File: src/rtl/mqtt_df_pkg.sv
// ---------------------------------------------------------------------------
// MQTT deframer package
// Shared types and constants for the inbound packet deframer.
// ---------------------------------------------------------------------------
package mqtt_df_pkg;

  typedef enum logic [2:0] {
    PH_HEADER   = 3'd0,
    PH_LENGTH   = 3'd1,
    PH_TOPIC_HI = 3'd2,
    PH_TOPIC_LO = 3'd3,
    PH_TOPIC    = 3'd4,
    PH_PAYLOAD  = 3'd5,
    PH_SKIP     = 3'd6
  } mqtt_df_phase_t;

  typedef enum logic [1:0] {
    ROLE_HEADER  = 2'd0,
    ROLE_TOPIC   = 2'd1,
    ROLE_PAYLOAD = 2'd2,
    ROLE_SKIP    = 2'd3
  } mqtt_df_role_t;

  localparam logic [3:0] PUBLISH_TYPE = 4'd3;
  localparam int unsigned BODY_W = 28;

  typedef struct packed {
    logic [7:0]    out_byte;
    mqtt_df_role_t byte_role;
    logic [3:0]    packet_type;
    logic [3:0]    packet_flags;
    logic          end_of_packet;
    logic          publish_complete;
    logic          malformed;
  } mqtt_df_res_t;

endpackage

File: src/rtl/mqtt_df_if.sv
// ---------------------------------------------------------------------------
// MQTT deframer channel interfaces
// Valid/ready channels for received bytes and tagged result items.
// ---------------------------------------------------------------------------
interface mqtt_df_in_if;
  logic       valid;
  logic       ready;
  logic [7:0] rx_byte;

  modport source (output valid, output rx_byte, input ready);
  modport sink (input valid, input rx_byte, output ready);
endinterface

interface mqtt_df_out_if;
  logic       valid;
  logic       ready;
  logic [7:0] out_byte;
  logic [1:0] byte_role;
  logic [3:0] packet_type;
  logic [3:0] packet_flags;
  logic       end_of_packet;
  logic       publish_complete;
  logic       malformed;

  modport source (output valid, output out_byte, output byte_role, output packet_type,
                  output packet_flags, output end_of_packet, output publish_complete,
                  output malformed, input ready);
  modport sink (input valid, input out_byte, input byte_role, input packet_type,
                input packet_flags, input end_of_packet, input publish_complete,
                input malformed, output ready);
endinterface

File: src/rtl/mqtt_df_parse.sv
// ---------------------------------------------------------------------------
// MQTT deframer parser
// Parse state and per-byte tagging; state advances when an item moves on.
// ---------------------------------------------------------------------------
module mqtt_df_parse #(
  parameter int MAX_LENGTH_BYTES = 4
) (
  input  logic                      clk,
  input  logic                      rst_n,
  input  logic                      adv,
  input  logic [7:0]                rx_byte,
  output mqtt_df_pkg::mqtt_df_res_t res
);
  import mqtt_df_pkg::*;

  localparam logic [2:0] MAX_LEN = 3'(MAX_LENGTH_BYTES);

  mqtt_df_phase_t      phase_r, phase_nxt;
  logic [3:0]          type_r, type_nxt;
  logic [3:0]          flags_r, flags_nxt;
  logic [BODY_W-1:0]   body_r, body_nxt;
  logic [1:0]          lidx_r, lidx_nxt;
  logic [15:0]         topic_r, topic_nxt;
  logic [7:0]          tlen_hi_r, tlen_hi_nxt;

  logic [BODY_W-1:0]   len_grp;
  logic [BODY_W-1:0]   len_sum;
  logic [BODY_W-1:0]   body_dec;
  logic [2:0]          lidx_inc;
  logic                too_long;
  logic                is_pub;
  logic [15:0]         tlen;
  logic                topic_over;
  logic [15:0]         topic_dec;
  mqtt_df_role_t       role;
  logic                eop;
  logic                pub;
  logic                bad;

  always_comb begin
    case (lidx_r)
      2'd0:    len_grp = {21'd0, rx_byte[6:0]};
      2'd1:    len_grp = {14'd0, rx_byte[6:0], 7'd0};
      2'd2:    len_grp = {7'd0, rx_byte[6:0], 14'd0};
      default: len_grp = {rx_byte[6:0], 21'd0};
    endcase
  end

  assign len_sum    = body_r + len_grp;
  assign body_dec   = body_r - BODY_W'(1);
  assign lidx_inc   = {1'b0, lidx_r} + 3'd1;
  assign too_long   = lidx_inc >= MAX_LEN;
  assign is_pub     = type_r == PUBLISH_TYPE;
  assign tlen       = {tlen_hi_r, rx_byte};
  assign topic_over = {12'd0, tlen} > body_dec;
  assign topic_dec  = topic_r - 16'd1;

  always_comb begin
    phase_nxt   = phase_r;
    type_nxt    = type_r;
    flags_nxt   = flags_r;
    body_nxt    = body_r;
    lidx_nxt    = lidx_r;
    topic_nxt   = topic_r;
    tlen_hi_nxt = tlen_hi_r;
    case (phase_r)
      PH_LENGTH: begin
        body_nxt = len_sum;
        if (rx_byte[7]) begin
          if (too_long) begin
            phase_nxt = PH_HEADER;
          end else begin
            lidx_nxt = lidx_inc[1:0];
          end
        end else if (is_pub) begin
          phase_nxt = (len_sum < BODY_W'(2)) ? PH_HEADER : PH_TOPIC_HI;
        end else begin
          phase_nxt = (len_sum == '0) ? PH_HEADER : PH_SKIP;
        end
      end
      PH_TOPIC_HI: begin
        tlen_hi_nxt = rx_byte;
        body_nxt    = body_dec;
        phase_nxt   = PH_TOPIC_LO;
      end
      PH_TOPIC_LO: begin
        body_nxt = body_dec;
        if (topic_over) begin
          phase_nxt = PH_HEADER;
        end else begin
          topic_nxt = tlen;
          if (body_dec == '0) begin
            phase_nxt = PH_HEADER;
          end else begin
            phase_nxt = (tlen != 16'd0) ? PH_TOPIC : PH_PAYLOAD;
          end
        end
      end
      PH_TOPIC: begin
        topic_nxt = topic_dec;
        body_nxt  = body_dec;
        if (body_dec == '0) begin
          phase_nxt = PH_HEADER;
        end else if (topic_dec == 16'd0) begin
          phase_nxt = PH_PAYLOAD;
        end
      end
      PH_PAYLOAD, PH_SKIP: begin
        body_nxt = body_dec;
        if (body_dec == '0) begin
          phase_nxt = PH_HEADER;
        end
      end
      default: begin
        type_nxt    = rx_byte[7:4];
        flags_nxt   = rx_byte[3:0];
        body_nxt    = '0;
        lidx_nxt    = 2'd0;
        topic_nxt   = 16'd0;
        tlen_hi_nxt = 8'd0;
        phase_nxt   = PH_LENGTH;
      end
    endcase
  end

  always_comb begin
    role = ROLE_HEADER;
    eop  = 1'b0;
    pub  = 1'b0;
    bad  = 1'b0;
    case (phase_r)
      PH_LENGTH: begin
        bad = (rx_byte[7] && too_long) ||
              (!rx_byte[7] && is_pub && (len_sum < BODY_W'(2)));
        eop = !rx_byte[7] && !is_pub && (len_sum == '0);
      end
      PH_TOPIC_LO: begin
        bad = topic_over;
        eop = !topic_over && (body_dec == '0);
        pub = !topic_over && (body_dec == '0);
      end
      PH_TOPIC: begin
        role = ROLE_TOPIC;
        eop  = body_dec == '0;
        pub  = body_dec == '0;
      end
      PH_PAYLOAD: begin
        role = ROLE_PAYLOAD;
        eop  = body_dec == '0;
        pub  = body_dec == '0;
      end
      PH_SKIP: begin
        role = ROLE_SKIP;
        eop  = body_dec == '0;
      end
      default: begin
        role = ROLE_HEADER;
      end
    endcase
  end

  always_comb begin
    res.out_byte         = rx_byte;
    res.byte_role        = role;
    res.packet_type      = type_nxt;
    res.packet_flags     = flags_nxt;
    res.end_of_packet    = eop;
    res.publish_complete = pub;
    res.malformed        = bad;
  end

  always_ff @(posedge clk) begin
    if (!rst_n) begin
      phase_r   <= PH_HEADER;
      type_r    <= 4'd0;
      flags_r   <= 4'd0;
      body_r    <= '0;
      lidx_r    <= 2'd0;
      topic_r   <= 16'd0;
      tlen_hi_r <= 8'd0;
    end else if (adv) begin
      phase_r   <= phase_nxt;
      type_r    <= type_nxt;
      flags_r   <= flags_nxt;
      body_r    <= body_nxt;
      lidx_r    <= lidx_nxt;
      topic_r   <= topic_nxt;
      tlen_hi_r <= tlen_hi_nxt;
    end
  end

  a_bad_no_end: assert property (@(posedge clk) disable iff (!rst_n)
    res.malformed |-> !res.end_of_packet && !res.publish_complete)
    else $error("malformed item also flags packet end");

  a_pub_is_publish: assert property (@(posedge clk) disable iff (!rst_n)
    res.publish_complete |-> res.end_of_packet && (res.packet_type == PUBLISH_TYPE))
    else $error("publish completion outside a PUBLISH end");

  a_resync: assert property (@(posedge clk) disable iff (!rst_n)
    (adv && (res.end_of_packet || res.malformed)) |=> (phase_r == PH_HEADER))
    else $error("parser did not return to header");

  a_topic_in_publish: assert property (@(posedge clk) disable iff (!rst_n)
    (res.byte_role == ROLE_TOPIC || res.byte_role == ROLE_PAYLOAD) |-> is_pub)
    else $error("topic or payload byte outside a PUBLISH");

endmodule

File: src/rtl/mqtt_inbound_packet_deframer.sv
// An accepted byte passes the input register and then the result register before its result shows.
// Throughput: one byte per cycle while the output is taken; the parse loop is combinational around the state registers.
// The input register takes a new byte while a finished result still waits at the output.
// Reset (rst_n low, synchronous): parser returns to awaiting a header byte, both stages empty.
// ---------------------------------------------------------------------------
// MQTT inbound packet deframer
// Tags each received byte with its role in an MQTT 3.1.1 packet.
// ---------------------------------------------------------------------------
module mqtt_inbound_packet_deframer #(
  parameter int MAX_LENGTH_BYTES = 4
) (
  input  logic          clk,
  input  logic          rst_n,
  mqtt_df_in_if.sink    in_chan,
  mqtt_df_out_if.source out_chan
);
  import mqtt_df_pkg::*;

  logic         s1_valid_r, s1_valid_nxt;
  logic [7:0]   s1_byte_r;
  logic         out_valid_r, out_valid_nxt;
  mqtt_df_res_t out_res_r;
  mqtt_df_res_t res;
  logic         in_acc;
  logic         s1_adv;
  logic         out_take;

  assign out_take      = out_valid_r && out_chan.ready;
  assign s1_adv        = s1_valid_r && (!out_valid_r || out_chan.ready);
  assign in_chan.ready = !s1_valid_r || s1_adv;
  assign in_acc        = in_chan.valid && in_chan.ready;
  assign s1_valid_nxt  = in_acc || (s1_valid_r && !s1_adv);
  assign out_valid_nxt = s1_adv || (out_valid_r && !out_take);

  mqtt_df_parse #(
    .MAX_LENGTH_BYTES(MAX_LENGTH_BYTES)
  ) u_parse (
    .clk     (clk),
    .rst_n   (rst_n),
    .adv     (s1_adv),
    .rx_byte (s1_byte_r),
    .res     (res)
  );

  always_ff @(posedge clk) begin
    if (!rst_n) begin
      s1_valid_r  <= 1'b0;
      out_valid_r <= 1'b0;
    end else begin
      s1_valid_r  <= s1_valid_nxt;
      out_valid_r <= out_valid_nxt;
    end
  end

  always_ff @(posedge clk) begin
    if (in_acc) begin
      s1_byte_r <= in_chan.rx_byte;
    end
    if (s1_adv) begin
      out_res_r <= res;
    end
  end

  assign out_chan.valid            = out_valid_r;
  assign out_chan.out_byte         = out_res_r.out_byte;
  assign out_chan.byte_role        = out_res_r.byte_role;
  assign out_chan.packet_type      = out_res_r.packet_type;
  assign out_chan.packet_flags     = out_res_r.packet_flags;
  assign out_chan.end_of_packet    = out_res_r.end_of_packet;
  assign out_chan.publish_complete = out_res_r.publish_complete;
  assign out_chan.malformed        = out_res_r.malformed;

endmodule

File: src/flat_wrapper.sv
// flat-port wrapper written by rule: the top's interface ports become plain ports
module mqtt_inbound_packet_deframer_flat import mqtt_df_pkg::*;
#(
  parameter int MAX_LENGTH_BYTES = 4
)
  (clk, rst_n, in_chan_valid, in_chan_rx_byte, in_chan_ready, out_chan_valid, out_chan_out_byte, out_chan_byte_role, out_chan_packet_type, out_chan_packet_flags, out_chan_end_of_packet, out_chan_publish_complete, out_chan_malformed, out_chan_ready);
  mqtt_df_in_if in_chan_i ();
  mqtt_df_out_if out_chan_i ();
  input  logic clk;
  input  logic rst_n;
  input wire logic [$bits(in_chan_i.valid)-1:0] in_chan_valid;
  input wire logic [$bits(in_chan_i.rx_byte)-1:0] in_chan_rx_byte;
  output wire logic [$bits(in_chan_i.ready)-1:0] in_chan_ready;
  output wire logic [$bits(out_chan_i.valid)-1:0] out_chan_valid;
  output wire logic [$bits(out_chan_i.out_byte)-1:0] out_chan_out_byte;
  output wire logic [$bits(out_chan_i.byte_role)-1:0] out_chan_byte_role;
  output wire logic [$bits(out_chan_i.packet_type)-1:0] out_chan_packet_type;
  output wire logic [$bits(out_chan_i.packet_flags)-1:0] out_chan_packet_flags;
  output wire logic [$bits(out_chan_i.end_of_packet)-1:0] out_chan_end_of_packet;
  output wire logic [$bits(out_chan_i.publish_complete)-1:0] out_chan_publish_complete;
  output wire logic [$bits(out_chan_i.malformed)-1:0] out_chan_malformed;
  input wire logic [$bits(out_chan_i.ready)-1:0] out_chan_ready;
  assign in_chan_i.valid = in_chan_valid;
  assign in_chan_i.rx_byte = in_chan_rx_byte;
  assign in_chan_ready = in_chan_i.ready;
  assign out_chan_valid = out_chan_i.valid;
  assign out_chan_out_byte = out_chan_i.out_byte;
  assign out_chan_byte_role = out_chan_i.byte_role;
  assign out_chan_packet_type = out_chan_i.packet_type;
  assign out_chan_packet_flags = out_chan_i.packet_flags;
  assign out_chan_end_of_packet = out_chan_i.end_of_packet;
  assign out_chan_publish_complete = out_chan_i.publish_complete;
  assign out_chan_malformed = out_chan_i.malformed;
  assign out_chan_i.ready = out_chan_ready;
  mqtt_inbound_packet_deframer #(.MAX_LENGTH_BYTES(MAX_LENGTH_BYTES)) u_core (.clk(clk), .rst_n(rst_n), .in_chan(in_chan_i), .out_chan(out_chan_i));
endmodule
File: config.mk
export PLATFORM = sky130hd
export DESIGN_NAME = mqtt_inbound_packet_deframer_flat
export DESIGN_NICKNAME = d
export VERILOG_FILES = /design/src/rtl/mqtt_df_pkg.sv /design/src/rtl/mqtt_df_if.sv /design/src/rtl/mqtt_df_parse.sv /design/src/rtl/mqtt_inbound_packet_deframer.sv /design/src/flat_wrapper.sv
export SDC_FILE = /design/constraint.sdc
export NUM_CORES = 1
export LEC_CHECK = 0
export ABC_AREA = 1
export BUFFER_PORTS_ARGS = -buffer_cell sky130_fd_sc_hd__buf_2
export CELL_PAD_IN_SITES_DETAIL_PLACEMENT = 1
export CELL_PAD_IN_SITES_GLOBAL_PLACEMENT = 2
export CORE_ASPECT_RATIO = 1.25
export CORE_UTILIZATION = 35
export CTS_CLUSTER_SIZE = 28
export DETAILED_ROUTE_END_ITERATION = 8
export PLACE_DENSITY_LB_ADDON = 0.1
export SLEW_MARGIN = 30
export SYNTH_ARGS = -nofsm -noshare
export SYNTH_HDL_FRONTEND = slang
export SYNTH_HIERARCHICAL = 1
export SYNTH_SLANG_ARGS = --single-unit
File: constraint.sdc
create_clock -name clk -period 4.3 [get_ports clk]
set_clock_uncertainty 0.15 [all_clocks]
set_input_delay 0.43 -clock clk [delete_from_list [all_inputs] [get_ports clk]]
set_output_delay 0.43 -clock clk [all_outputs]
set_load 0.01 [all_outputs]
# [Yosys cells after proc, flatten, opt, wreduce, memory -nomap -nowiden]
# Index checks and enable logic that the tools add are counted.
[totals] regBits=96 inputBits=12 wordCells=107
[classes] n_addsub=4 magnitude_cmp=3 n_eq_ne=15 mux=26 bitwise=3 n_reduce_logical=39
[ops] cell="case mux 28 bit (3 select lines)" n=1
[ops] cell="logical NOT 28 bit" n=2
[ops] cell="case mux 28 bit (2 select lines)" n=1
[ops] cell="case mux 16 bit (3 select lines)" n=1
[ops] cell="adder 28 bit" n=1
[ops] cell="> comparator 16 x 28 -> 1 bit" n=1
[ops] cell="less-than comparator 28 x 2 -> 1 bit (second input constant)" n=1
[ops] cell="subtractor 28 x 1 -> 28 bit (second input constant)" n=1
[ops] cell="two-way mux 3 bit" n=9
[ops] cell="logical NOT 16 bit" n=1
[ops] cell="two-way mux 16 bit" n=1
[ops] cell="case mux 8 bit (2 select lines)" n=1
[ops] cell="nonzero test 16 bit" n=1
[ops] cell="subtractor 16 x 1 -> 16 bit (second input constant)" n=1
[ops] cell="case mux 3 bit (5 select lines)" n=1
[ops] cell="logical AND 1 bit" n=11
[ops] cell="OR reduction 5 bit" n=2
[ops] cell="equality test 3 bit (second input constant)" n=3
[ops] cell="two-way mux 4 bit" n=2
[ops] cell="AND reduction 4 bit" n=2
[ops] cell="logical NOT 1 bit" n=7
[ops] cell="equality test 3 x 2 -> 1 bit (second input constant)" n=2
[ops] cell="two-way mux 2 bit" n=3
[ops] cell="!= test 2 bit (second input constant)" n=3
[ops] cell="22 further kinds" n=31

# [Longest topological paths before layout]
# Gate-level depths: netlist of run 1.
[depth] ltp_word=8 ltp_mapped=25 mapped_depth_nobuf=25

# [Hierarchy]
# Netlist of run 1, hierarchy kept.
[by_module_without_submodules] module="mqtt_df_parse" instances=1 cells_per_inst=1275 area_each_um2=7402.1 seq_area_each_um2=1301.2
[by_module_without_submodules] module="mqtt_inbound_packet_deframer" instances=1 cells_per_inst=42 area_each_um2=965.9 seq_area_each_um2=910.9

# [Least setup slack after synthesis of run 1]
# Ideal clock, no wire load.
[synth_timing] path_kind="flip-flop to flip-flop" from="register u_core.u_parse.lidx_r[0]" to="register u_core.out_res_r, in the netlist u_core/out_chan.malformed (data pin)" t_arrival_ns=2.969 slack_ns=1.055 path_stages_with_launch=23 n_path_buf=2 synth_period_minus_slack_ns=3.245 path_cell_list="dfxtp_1 -> ha_1 -> clkbuf_1 -> nor3_1 -> ha_1 -> inv_1 -> fa_1 -> inv_1 -> nand2_1 -> nand2_1 -> nand3_1 -> nand2_1 -> nand2_1 -> nand2_1 -> nand2_1 -> nand2_1 -> nand3_1 -> nor2_1 -> nand2_1 -> nor2_1 -> a21oi_1 -> o21ai_0 -> buf_4"
[synth_via] elab_chain_len=7
[synth_rtl] item="start, declared" line_no="mqtt_df_parse.sv:22" text="logic [1:0] lidx_r, lidx_nxt;"
[synth_rtl] item="start signal, assigned" line_no="mqtt_df_parse.sv:186" text="lidx_r <= lidx_nxt;"
[synth_rtl] item="equality test 2 bit (tied with other cells)" line_no="mqtt_df_parse.sv:41" text="case (lidx_r)"
[synth_rtl] item="case mux 28 bit (3 select lines)" line_no="mqtt_df_parse.sv:41"
[synth_rtl] item="adder 28 bit" line_no="mqtt_df_parse.sv:49" text="assign len_sum = body_r + len_grp;"
[synth_rtl] item="less-than comparator 28 x 2 -> 1 bit" line_no="mqtt_df_parse.sv:134" text="(!rx_byte[7] && is_pub && (len_sum < BODY_W'(2)));"
[synth_rtl] item="logical AND 1 bit" line_no="mqtt_df_parse.sv:134"
[synth_rtl] item="logical OR 1 bit (*)" line_no="mqtt_df_parse.sv:133" text="bad = (rx_byte[7] && too_long) ||"
[synth_rtl] item="case mux 1 bit (2 select lines) (*)" line_no="mqtt_df_parse.sv:131" text="case (phase_r)"
[synth_rtl] item="net u_core.u_parse.bad" line_no="mqtt_df_parse.sv:38" text="logic bad;"
[synth_rtl] item="end signal, assigned" line_no="mqtt_inbound_packet_deframer.sv:60" text="out_res_r <= res;"
[synth_rtl] item="end, declared" line_no="mqtt_inbound_packet_deframer.sv:22" text="mqtt_df_res_t out_res_r;"
# Mark *: on every way through the listed nets, which the timed path passes. The rest lies on a longest branch.
# A chain may end at the register's enable or synchronous reset.

==> results of run 1 <==
-- placed cells by master, fill, tap and decap left out, types with 3 or more instances in the layout --
| cell type | netlist | routed |
|---|---|---|
| nand3_1 | 72 | 72 |
| o21ai_0 | 51 | 50 |
| nor3_2 | 3 | 3 |
| ha_1 | 53 | 52 |
| a21oi_1 | 67 | 66 |
| a31oi_1 | 11 | 11 |
| nor2_2 | 7 | 8 |
| buf_4 | 12 | 25 |
| or2_2 | 5 | 5 |
| nand2_1 | 349 | 349 |
| inv_1 | 202 | 202 |
| edfxtp_1 | 29 | 29 |
| a211oi_1 | 9 | 9 |
| inv_2 | 5 | 5 |
| nand2_2 | 6 | 6 |
| nor4_1 | 3 | 3 |
| nor2_4 | 5 | 5 |
| o21ai_1 | 13 | 14 |
| nor3_1 | 37 | 37 |
| xor2_2 | 3 | 3 |
| nand3_2 | 5 | 5 |
| o22ai_1 | 13 | 13 |
| and2_1 | 3 | 3 |
| xnor2_1 | 19 | 19 |
| clkbuf_16 | 0 | 9 |
| nand4_1 | 25 | 25 |
| dfxtp_1 | 67 | 67 |
| nand3b_1 | 8 | 8 |
| nor2_1 | 155 | 154 |
| buf_2 | 0 | 34 |
| xor2_1 | 23 | 23 |
-- registers in the layout, summed over array words and instances (netlist names) --
register                          count
u_core/u_parse/type_r                 4
u_core/s1_valid_r                     1
u_core/u_parse/flags_r                4
u_core/out_chan.packet_flags          4
u_core/u_parse/lidx_r                 2
u_core/out_chan.packet_type           4
u_core/out_chan.malformed             1
u_core/u_parse/phase_r                3
u_core/out_chan.out_byte              8
u_core/out_chan.end_of_packet         1
u_core/out_chan.valid                 1
u_core/out_chan.publish_complete      1
u_core/s1_byte_r                      8
u_core/u_parse/topic_r               16
u_core/u_parse/body_r                28
u_core/out_chan.byte_role             2
u_core/u_parse/tlen_hi_r              8
-- worst max-delay path by stage --
stage	slack, ns	to
2_1_floorplan	1.06	u_core/out_chan.malformed
3_3_place_gp	-0.005	u_core/out_chan.malformed
3_5_place_dp	0.04	u_core/out_chan.malformed
4_1_cts	0.02	u_core/out_chan.malformed
5_1_grt	0.07	u_core/out_chan.malformed
6_report	0.30	u_core/out_chan.malformed
-- routing by layer --
layer  track usage  routed length [um]  vias up
li1              -                   -     4294
met1        0.2931               12790     4090
met2        0.5185               16910      115
met3       0.01946                 676       64
met4        0.1374                1498        0
met5             0                   0        -
-- through the flow --
| step | setup TNS, ns | total power (uW) |
|---|---|---|
| 5_1_grt | 0 | 2827 |
| 3_3_place_gp | -0.004778 | 1902 |
| 2_1_floorplan | 0 | 1647 |
| 3_5_place_dp | 0 | 1914 |
| 6_report | 0 | 2674 |
| 4_1_cts | 0 | 2702 |
-- cell type report --
cell class	count	area, um^2	area share
Clock buffer	9	225.2	0.02458
Tap cell	288	360.3	0.03932
Timing Repair Buffer	59	357.8	0.03905
Sequential cell	96	2212	0.2414
Multi-Input combinational cell	971	5174	0.5646
Inverter	208	780.7	0.08520
Clock inverter	7	53.80	0.005871
-- cells by family (layout without fill, tap and decap cells) --
family / count (synthesis) / in the layout / synth area share
AND/OR/NAND/NOR: 688 / 688 / 0.3599
buffers and inverters: 250 / 283 / 0.1193
AO/OA/AOI/OAI: 184 / 184 / 0.1250
flip-flops: 96 / 96 / 0.2644
adder cells (fa/ha/maj): 54 / 54 / 0.08164
XOR/XNOR: 45 / 45 / 0.04979
-- power breakdown --
part | internal, uW | total, uW | switching, uW
combinational | 278 | 851 | 573
sequential | 989 | 1040 | 55.1
clock | 400 | 779 | 379
total | 1670 | 2670 | 1010
-- worst register-to-register path: stages (launching register included) --
cell and delay, ns:
dfxtp_1 0.36, ha_2 0.31, nor3_1 0.28, ha_1 0.32, inv_1 0.08, fa_1 0.43, inv_1 0.11, nand2_1 0.05
nand2_1 0.10, nand3_1 0.11, nand2_1 0.21, nand2_1 0.07, nand2_1 0.12, nand2_1 0.07, nor2_1 0.18, nand3_1 0.17
nor3_1 0.28, a21oi_1 0.13, o21ai_1 0.26
-- repair_timing --
item                       CTS  global route
setup endpoints to repair    0             2
setup buffers                0             0
resized for setup            0             2
==> key figures, run 1 <==
Run status
  • Status: completed

Timing
  • Min cycle time layout: 4.000 ns
  • Final setup fails: 0
  • Max transition margin: 0.5091
  • Slew @ Worst Pin: 0.7363 ns
  • Fin crit share: 0.9302
  • Max Slew Vio Count: 0
  • Final worst slack: approximately 0.3 ns
  • F_max: 250.0 MHz
  • Hold slack: 0.1033 ns
  • Final hold vios: 0
  • RSZ-0062 raised after global routing: false

Layout
  • Area growth syn-to-layout: 9.510%
  • Fillcell total: 3129
  • Diode count: 0
  • Final Util: 0.3951
  • # nets final: around 1400
  • Final Cell Area: 9164 um^2
  • Non-Filler Instances: around 1600
  • Ratio of cells with drive above 1 in the final layout: 0.09259

Setup path
  • CP arrival: about 4.0 ns
  • CP max-delay cell: fa_1
  • CP endpoint kind: register
  • Buf/Inv on CP: 2
  • Worst-path fanout max: 15
  • Worst Setup SP: u_core/u_parse/lidx_r[0]
  • Crit-path most repeated cell: nand2_1
  • CP top delay family: simple AND/OR/NAND/NOR gates
  • R2R Path End: u_core/out_chan.malformed
  • Crit path cell chain: ha_2 -> nor3_1 -> ha_1 -> inv_1 -> fa_1 -> inv_1 -> nand2_1 -> nand2_1 -> nand3_1 -> nand2_1 -> nand2_1 -> nand2_1 -> nand2_1 -> nor2_1 -> nand3_1 -> nor3_1 -> a21oi_1 -> o21ai_1
  • Required time of the critical path: roughly 4.3 ns
  • Worst flop-to-flop path startpoint: u_core/u_parse/lidx_r[0]
  • Critical path depth: 18
  • Worst reg2reg setup slack: 0.30 ns
  • Critical path type: register to register
  • Biggest cell delay along the critical path: around 0.43 ns
  • Startpoint Class: register
  • Worst Reg-to-Reg Cells: 18

Route
  • Vias/cell: 5.228
  • Total Wirelength: roughly 32000 um
  • 1st-pass router iterations: 4
  • ANT nets after route: 0
  • Routed length per instance: between 15 and 20 um
  • Drc violations: 0
  • Vias after detailed routing: around 8600
  • DRT iter0 DRCs: roughly 240

Power and ir drop
  • Peak VDD IR: between 200 and 250 uV
  • Pwr/cell area: between 200 and 300 nW/um^2
  • Pleak: 0.004498 uW

Logic synthesis
  • Post-synthesis sequential area ratio: 0.2644
  • Top-area cell type share of the netlist area: 0.1603
  • Async set-reset flop share out of synthesis: 0
  • Most frequent cells after synthesis: nand2_1, inv_1, nor2_1, nand3_1
  • Count leader, synth: nand2_1
  • Main synth FF type: dfxtp_1
  • Synth Cell Area: 8368 um^2
  • Synth cell types: 51
  • Synthesized flop and latch total: 96
  • Dominant cell type by area after synthesis: dfxtp_1
  • Syn Nets: 1383
  • Warning count from the yosys run: 6
  • Post-synth EDFFs: 29
  • Mean Syn Cell Area: 6.354 um^2
  • Syn Inst Count: between 1000 and 1500
  • Dominant cells by area after synthesis: dfxtp_1, nand2_1, edfxtp_1

Worst hold path
  • Worst Hold Launch: in_chan_rx_byte[5]
  • Worst hold stages: 1
  • Min-Delay Path Class: input port to register
  • Worst Hold Path EP: u_core/s1_byte_r[5]

Global route
  • First-pass GRT wire length: ~50000 um
  • Vias in the first global route: slightly below 9000
  • Largest net degree at the start of global routing: 64
  • Total grt overflow: 0
  • Tot GR Track Use: 0.2695
  • Initial antenna violation count: 0

CTS
  • Reg clk slew, reported paths: about 0.080 ns
  • Clk Latency, worst-skew pair: between 0.3 and 0.4 ns
  • CTS buffer count: 9
  • TritonCTS Sinks: 96
  • Max clock buf depth: 2
  • CTS tree: yes
  • H-tree depth: 3
  • Hold_buf cts: 0
  • Root Driver: clkbuf_16

Floorplan
  • Die area: between 20000 and 25000 um^2
  • Die X: 140.3 um
  • Row cnt: between 60 and 70
  • Ports: 35
  • Core area: 23190 um^2
  • Initial core utilization: 0.3608
  • Die height: ~170 um

Placed design
  • RePlAce Congestion: roughly 0.9
  • PortBufs: 34
  • Setup WS pre-CTS: around 0.042 ns
  • Placed insts: roughly 1600
  • Placed Instance Area: between 8000 and 9000 um^2
  • Post-DP HPWL: ~26000 um

Run
  • Max-cap violations: 0
Power figures use the tool's default switching activity.
==> run 2: changes to the inputs <==
CTS_BUF_LIST = sky130_fd_sc_hd__clkbuf_4 sky130_fd_sc_hd__clkbuf_8 sky130_fd_sc_hd__clkbuf_16   (was default)
REMOVE_ABC_BUFFERS = 1   (was default)
==> run 2 against run 1 <==
Against the previous run: wire length rose by 0.68%; sequential power is essentially flat; setup slack worse by 0.011 ns; global-route usage grew 0.13 points; clock power rose by 4.7%; sequential cell count did not move; sequential share of layout area barely moved; critical endpoint is now u_core/u_parse/phase_r[1].
==> key figures, run 2 (synthesis gave the netlist of run 1 again) <==
Layout
  • Top reg by flops: u_core/u_parse/body_r
  • Final Util: 0.3956
  • # nets final: about 1400
  • Ratio of cells with drive above 1 in the final layout: 0.09199
  • Max reg flops: 28
  • Commonest non-fill, non-tap cell in the layout: nand2_1
  • Non-Filler Instances: roughly 1600
  • Most frequent cells in the layout: nand2_1, inv_1, nor2_1
  • Area growth syn-to-layout: 9.644%
  • Top flop regs: u_core/u_parse/body_r (28), u_core/u_parse/topic_r (16)

Global route
  • Vias in the first global route: between 8000 and 9000
  • Largest net degree at the start of global routing: 64
  • Initial antenna violation count: 2
  • Total grt overflow: 0
  • Tot GR Track Use: 0.2709
  • First-pass GRT wire length: between 40000 and 50000 um

Setup path
  • Startpoint Class: register
  • Required time of the critical path: ~4.4 ns
  • Worst Reg-to-Reg Cells: 21
  • CP arrival: 4.09 ns
  • Critical path type: register to register
  • CP endpoint kind: register
  • R2R Path End: u_core/u_parse/phase_r[1]
  • Worst reg2reg setup slack: 0.29 ns
  • Worst-path fanout max: 15
  • Worst flop-to-flop path startpoint: u_core/u_parse/lidx_r[0]

CTS
  • H-tree depth: 3
  • CTS tree: yes
  • Hold_buf cts: 0
  • CTS buffer count: 9
  • Reg clk slew, reported paths: 0.08 ns
  • TritonCTS Sinks: between 90 and 100
  • Post-CTS Setup Inserts: 0
  • Max clock buf depth: 2
  • Clk Latency, worst-skew pair: roughly 0.36 ns
  • Root Driver: clkbuf_16

Route
  • Vias after detailed routing: roughly 8500
  • 1st-pass router iterations: 7
  • Total Wirelength: about 32000 um
  • Drc violations: 0
  • DRT iter0 DRCs: roughly 330
  • Routed length per instance: 19.59 um
  • Vias/cell: between 5 and 6
  • ANT nets after route: 0

Timing
  • Max transition margin: 0.4633
  • Min cycle time layout: 4.011 ns
  • RSZ-0062 raised after global routing: false
  • Final setup fails: 0
  • Slew @ Worst Pin: 0.8031 ns
  • Final hold vios: 0
  • Max Slew Vio Count: 0
  • Setup total negative slack: 0 ns
  • F_max: roughly 250 MHz
  • Fin crit share: 0.9327

Placed design
  • Placed insts: roughly 1600
  • Post-DP HPWL: approximately 26000 um
  • RePlAce Congestion: 0.9295
  • PortBufs: 34

Power and ir drop
  • Peak VDD IR: between 150 and 200 uV
  • Pleak: 0.004497 uW
  • Pwr/cell area: 295.1 nW/um^2

Worst hold path
  • Worst hold stages: 1
  • Min-Delay Path Class: input port to register
  • Worst Hold Launch: in_chan_rx_byte[6]
  • Worst Hold Path EP: u_core/s1_byte_r[6]

Floorplan
  • Core area: roughly 23000 um^2
  • Ports: 35
  • Initial core utilization: 0.3608
  • Die height: 174.9 um
  • Die X: around 140 um
  • Row cnt: between 60 and 70
  • Die area: roughly 25000 um^2

Run
  • Max-cap violations: 0

Run status
  • Status: completed
[run 2: worst max path at each step]
| stage | start | endpoint | slack, ns | depth (start not counted) |
|---|---|---|---|---|
| 3_3_place_gp | u_core/u_parse/lidx_r[0] | u_core/u_parse/phase_r[1] | 0.28 | 21 |
| 4_1_cts | u_core/u_parse/lidx_r[0] | u_core/u_parse/phase_r[1] | 0.17 | 21 |
| 6_report | u_core/u_parse/lidx_r[0] | u_core/u_parse/phase_r[1] | 0.29 | 21 |
| 3_5_place_dp | u_core/u_parse/lidx_r[0] | u_core/u_parse/phase_r[1] | 0.23 | 21 |
| 2_1_floorplan | out_chan_ready | u_core/u_parse/topic_r[10] | -1.53 | 8 |
| 5_1_grt | u_core/u_parse/lidx_r[0] | u_core/u_parse/phase_r[1] | 0.04 | 21 |
[run 2: worst max-delay path, cell delays in order (launching register included)]
cell	delay, ns
dfxtp_1	0.35
ha_1	0.41
nor3_1	0.28
ha_1	0.30
inv_1	0.08
fa_1	0.40
inv_1	0.12
nand2_1	0.06
nand2_1	0.11
nand3_1	0.14
nand2_1	0.25
nand3_1	0.17
nand4_1	0.11
nand2_1	0.10
nor2_1	0.11
nand2_1	0.09
nor2_2	0.26
nand3_1	0.12
nand2_1	0.08
o21bai_1	0.06
nand2_1	0.07
a21oi_2	0.05
[run 2: through the flow]
| step | power [uW] | area [um^2] | worst slack (ns) | hold slack [ns] |
|---|---|---|---|---|
| 2_1_floorplan | 1629 | 8150 | -1.530 | 0.3108 |
| 3_3_place_gp | 1899 | 8865 | 0.2797 | 0.3395 |
| 3_5_place_dp | 1908 | 8865 | 0.2332 | 0.3475 |
| 4_1_cts | 2729 | 9160 | 0.1719 | 0.08465 |
| 5_1_grt | 2867 | 9170 | 0.04182 | 0.08348 |
| 6_report | 2707 | 9175 | 0.2895 | 0.09531 |
[run 2: final cells by class]
cell class                      count  area (um^2)
Inverter                          208        780.7
Sequential cell                    96         2212
Multi-Input combinational cell    971         5179
Fill cell                        3084        14020
Clock inverter                      7        70.07
Timing Repair Buffer               57        342.8
Antenna cell                        2        5.005
Clock buffer                        9        225.2
Tap cell                          288        360.3
[run 2: timing repair]
item	CTS	global route
hold endpoints to repair	0	0
endpoints found under the setup margin	0	3
gates resized for setup	0	2
[run 2: power by group]
part           internal, uW  switching [uW]
combinational           277             569
clock                   410             406
sequential              989            56.2
[run 2: layer usage]
metal	vias to the layer above	global-route usage	share of wire
met5	-	0	0
met4	0	0.1406	0.050
met3	63	0.03617	0.029
met2	140	0.5040	0.52
met1	4030	0.2973	0.40
li1	4294	-	-
==> run 3: changes to the inputs <==
--- a/config.mk
+++ b/config.mk
@@ -22,2 +22,3 @@
 export SYNTH_HIERARCHICAL = 1
 export SYNTH_SLANG_ARGS = --single-unit
+export TNS_END_PERCENT = 5
==> constraint.sdc (replaced) <==
create_clock -name clk -period 4.3 [get_ports clk]
set_clock_uncertainty 0.15 [all_clocks]
set_input_delay 0.86 -clock clk [delete_from_list [all_inputs] [get_ports clk]]
set_output_delay 0.86 -clock clk [all_outputs]
set_load 0.01 [all_outputs]
==> run 3 against run 2 <==
Against the previous run: clock-buffer cell count stayed put; setup slack better by 0.13 ns; non-clock buffer count up 3; sequential power about the same; wire length is 0.29% higher; cell count is essentially flat; sequential cell count unchanged; register-to-register slack improved by 0.13 ns; combinational power increased by 0.7%; first-iteration DRC count decreased by 2.1%.
==> key figures, run 3 (synthesis gave the netlist of run 1 again) <==
CTS
  • CTS buffer count: 9
  • Clk Latency, worst-skew pair: between 0.3 and 0.4 ns
  • Root Driver: clkbuf_16
  • CTS tree: yes
  • TritonCTS Sinks: 96
  • Reg clk slew, reported paths: 0.07 ns
  • H-tree depth: 3
  • Max clock buf depth: 2

Worst hold path
  • Worst Hold Launch: u_core/s1_valid_r
  • Min-Delay Path Class: register to register

Layout
  • Final Cell Area: approximately 9200 um^2
  • Ratio of cells with drive above 1 in the final layout: 0.09326
  • Top reg by flops: u_core/u_parse/body_r
  • Commonest non-fill, non-tap cell in the layout: nand2_1
  • Fillcell total: just over 3000
  • Diode count: 0
  • Max reg flops: 28
  • Most frequent cells in the layout: nand2_1, inv_1, nor2_1
  • # nets final: about 1400
  • Top flop regs: u_core/u_parse/body_r (28), u_core/u_parse/topic_r (16)
  • Area growth syn-to-layout: 9.943%
  • Final Util: 0.3966

Power and ir drop
  • Total power: 2737 uW
  • Pwr/cell area: between 200 and 300 nW/um^2
  • Pleak: roughly 0.0045 uW
  • Peak VDD IR: ~200 uV

Timing
  • F_max: between 200 and 300 MHz
  • Slew @ Worst Pin: 0.8916 ns
  • Max Slew Vio Count: 0
  • Fin crit share: 0.9035
  • Final hold vios: 0
  • RSZ-0062 raised after global routing: false
  • Min cycle time layout: roughly 3.9 ns
  • Max transition margin: 0.4010
  • Final setup fails: 0
  • Hold slack: about 0.35 ns
  • Setup total negative slack: 0 ns

Floorplan
  • Initial core utilization: 0.3608
  • Core area: roughly 23000 um^2
  • Die X: 140.3 um
  • Ports: 35
  • Die height: between 150 and 200 um
  • Die area: ~25000 um^2
  • Row cnt: 62

Placed design
  • PortBufs: 34
  • Placed Instance Area: 8887 um^2
  • RePlAce Congestion: 0.9186
  • Post-DP HPWL: 26260 um

Setup path
  • Crit path cell chain: inv_1 -> ha_1 -> nand2_4 -> nor2_8 -> nand2_1 -> xor2_2 -> inv_1 -> ha_1 -> nand4_1 -> nor3_1 -> nand2_1 -> o211ai_1 -> nand2_1 -> a32oi_1 -> nand4_1 -> nand2_2 -> buf_4 -> nor2_1 -> a211oi_2
  • Crit-path most repeated cell: nand2_1
  • CP top delay family: simple AND/OR/NAND/NOR gates
  • Worst Setup SP: u_core/u_parse/body_r[0]
  • Critical path type: register to register
  • Required time of the critical path: around 4.4 ns
  • CP arrival: between 4 and 5 ns
  • Startpoint Class: register
  • Worst flop-to-flop path startpoint: u_core/u_parse/body_r[0]
  • CP max-delay cell: dfxtp_1
  • Worst reg2reg setup slack: between 0.4 and 0.5 ns
  • Worst-path fanout max: 14
  • Buf/Inv on CP: 3
  • CP endpoint kind: register
  • Biggest cell delay along the critical path: approximately 0.36 ns

Route
  • Routed length per instance: approximately 20 um
  • Vias after detailed routing: around 8500
  • 1st-pass router iterations: 4
  • DRT iter0 DRCs: roughly 320
  • Total Wirelength: around 32000 um
  • Drc violations: 0
  • ANT nets after route: 0
  • Vias/cell: 5.204

Global route
  • Initial antenna violation count: 1
  • Total grt overflow: 0
  • First-pass GRT wire length: between 50000 and 60000 um
  • Vias in the first global route: ~9000
  • Tot GR Track Use: 0.2745
  • Largest net degree at the start of global routing: 64

Run
  • Max-cap violations: 0

Run status
  • Status: completed
run 3: report_power, final:
part	internal (uW)	switching (uW)	leakage (uW)	total, uW
logic	278	573	0.00353	852
clock network	457	383	0.000142	839
registers	989	57.2	0.000827	1050
run 3: path summary, 6_finish.rpt:
check,endpoint,cells after the start
worst min-delay path,u_core/s1_valid_r,2
worst max-delay path,u_core/u_parse/topic_r[0],19
worst max register to register,u_core/u_parse/topic_r[0],19
worst min register to register,u_core/s1_valid_r,2
run 3: final cells by class:
| cell class | count | area (um^2) | area share |
|---|---|---|---|
| clock buffers | 9 | 225.2 | 0.02448 |
| clock inverters | 7 | 77.57 | 0.008432 |
| inverters | 208 | 780.7 | 0.08486 |
| multi-input cells | 971 | 5179 | 0.5629 |
| flip-flops and latches | 96 | 2212 | 0.2404 |
| well taps | 288 | 360.3 | 0.03917 |
| repair buffers | 60 | 365.4 | 0.03971 |
run 3: worst min-delay path, stage by stage, from the launching register on:
cell	delay (ns)
dfxtp_1	0.32
nand3_2	0.09
a21oi_2	0.05
run 3: metrics by stage:
step	setup slack (ns)	instances
finish	0.4148	1639
global placement	0.3500	1623
CTS	0.3451	1639
detailed placement	0.3492	1623
global route	0.05355	1639
floorplan	-1.960	1275
run 3: metal layers:
layer	track usage	part of all wire	routed length [um]	vias to the layer above
li1	-	-	-	4299
met1	0.2993	0.40	12910	4046
met2	0.5181	0.52	16740	116
met3	0.02987	0.028	889	67
met4	0.1429	0.051	1632	2
met5	0	0.00040	13	-
run 3: what timing repair did:
action	CTS	global route
buffers inserted	0	0
gates resized for setup	0	2
hold buffers	0	0
endpoints found under the setup margin	0	10
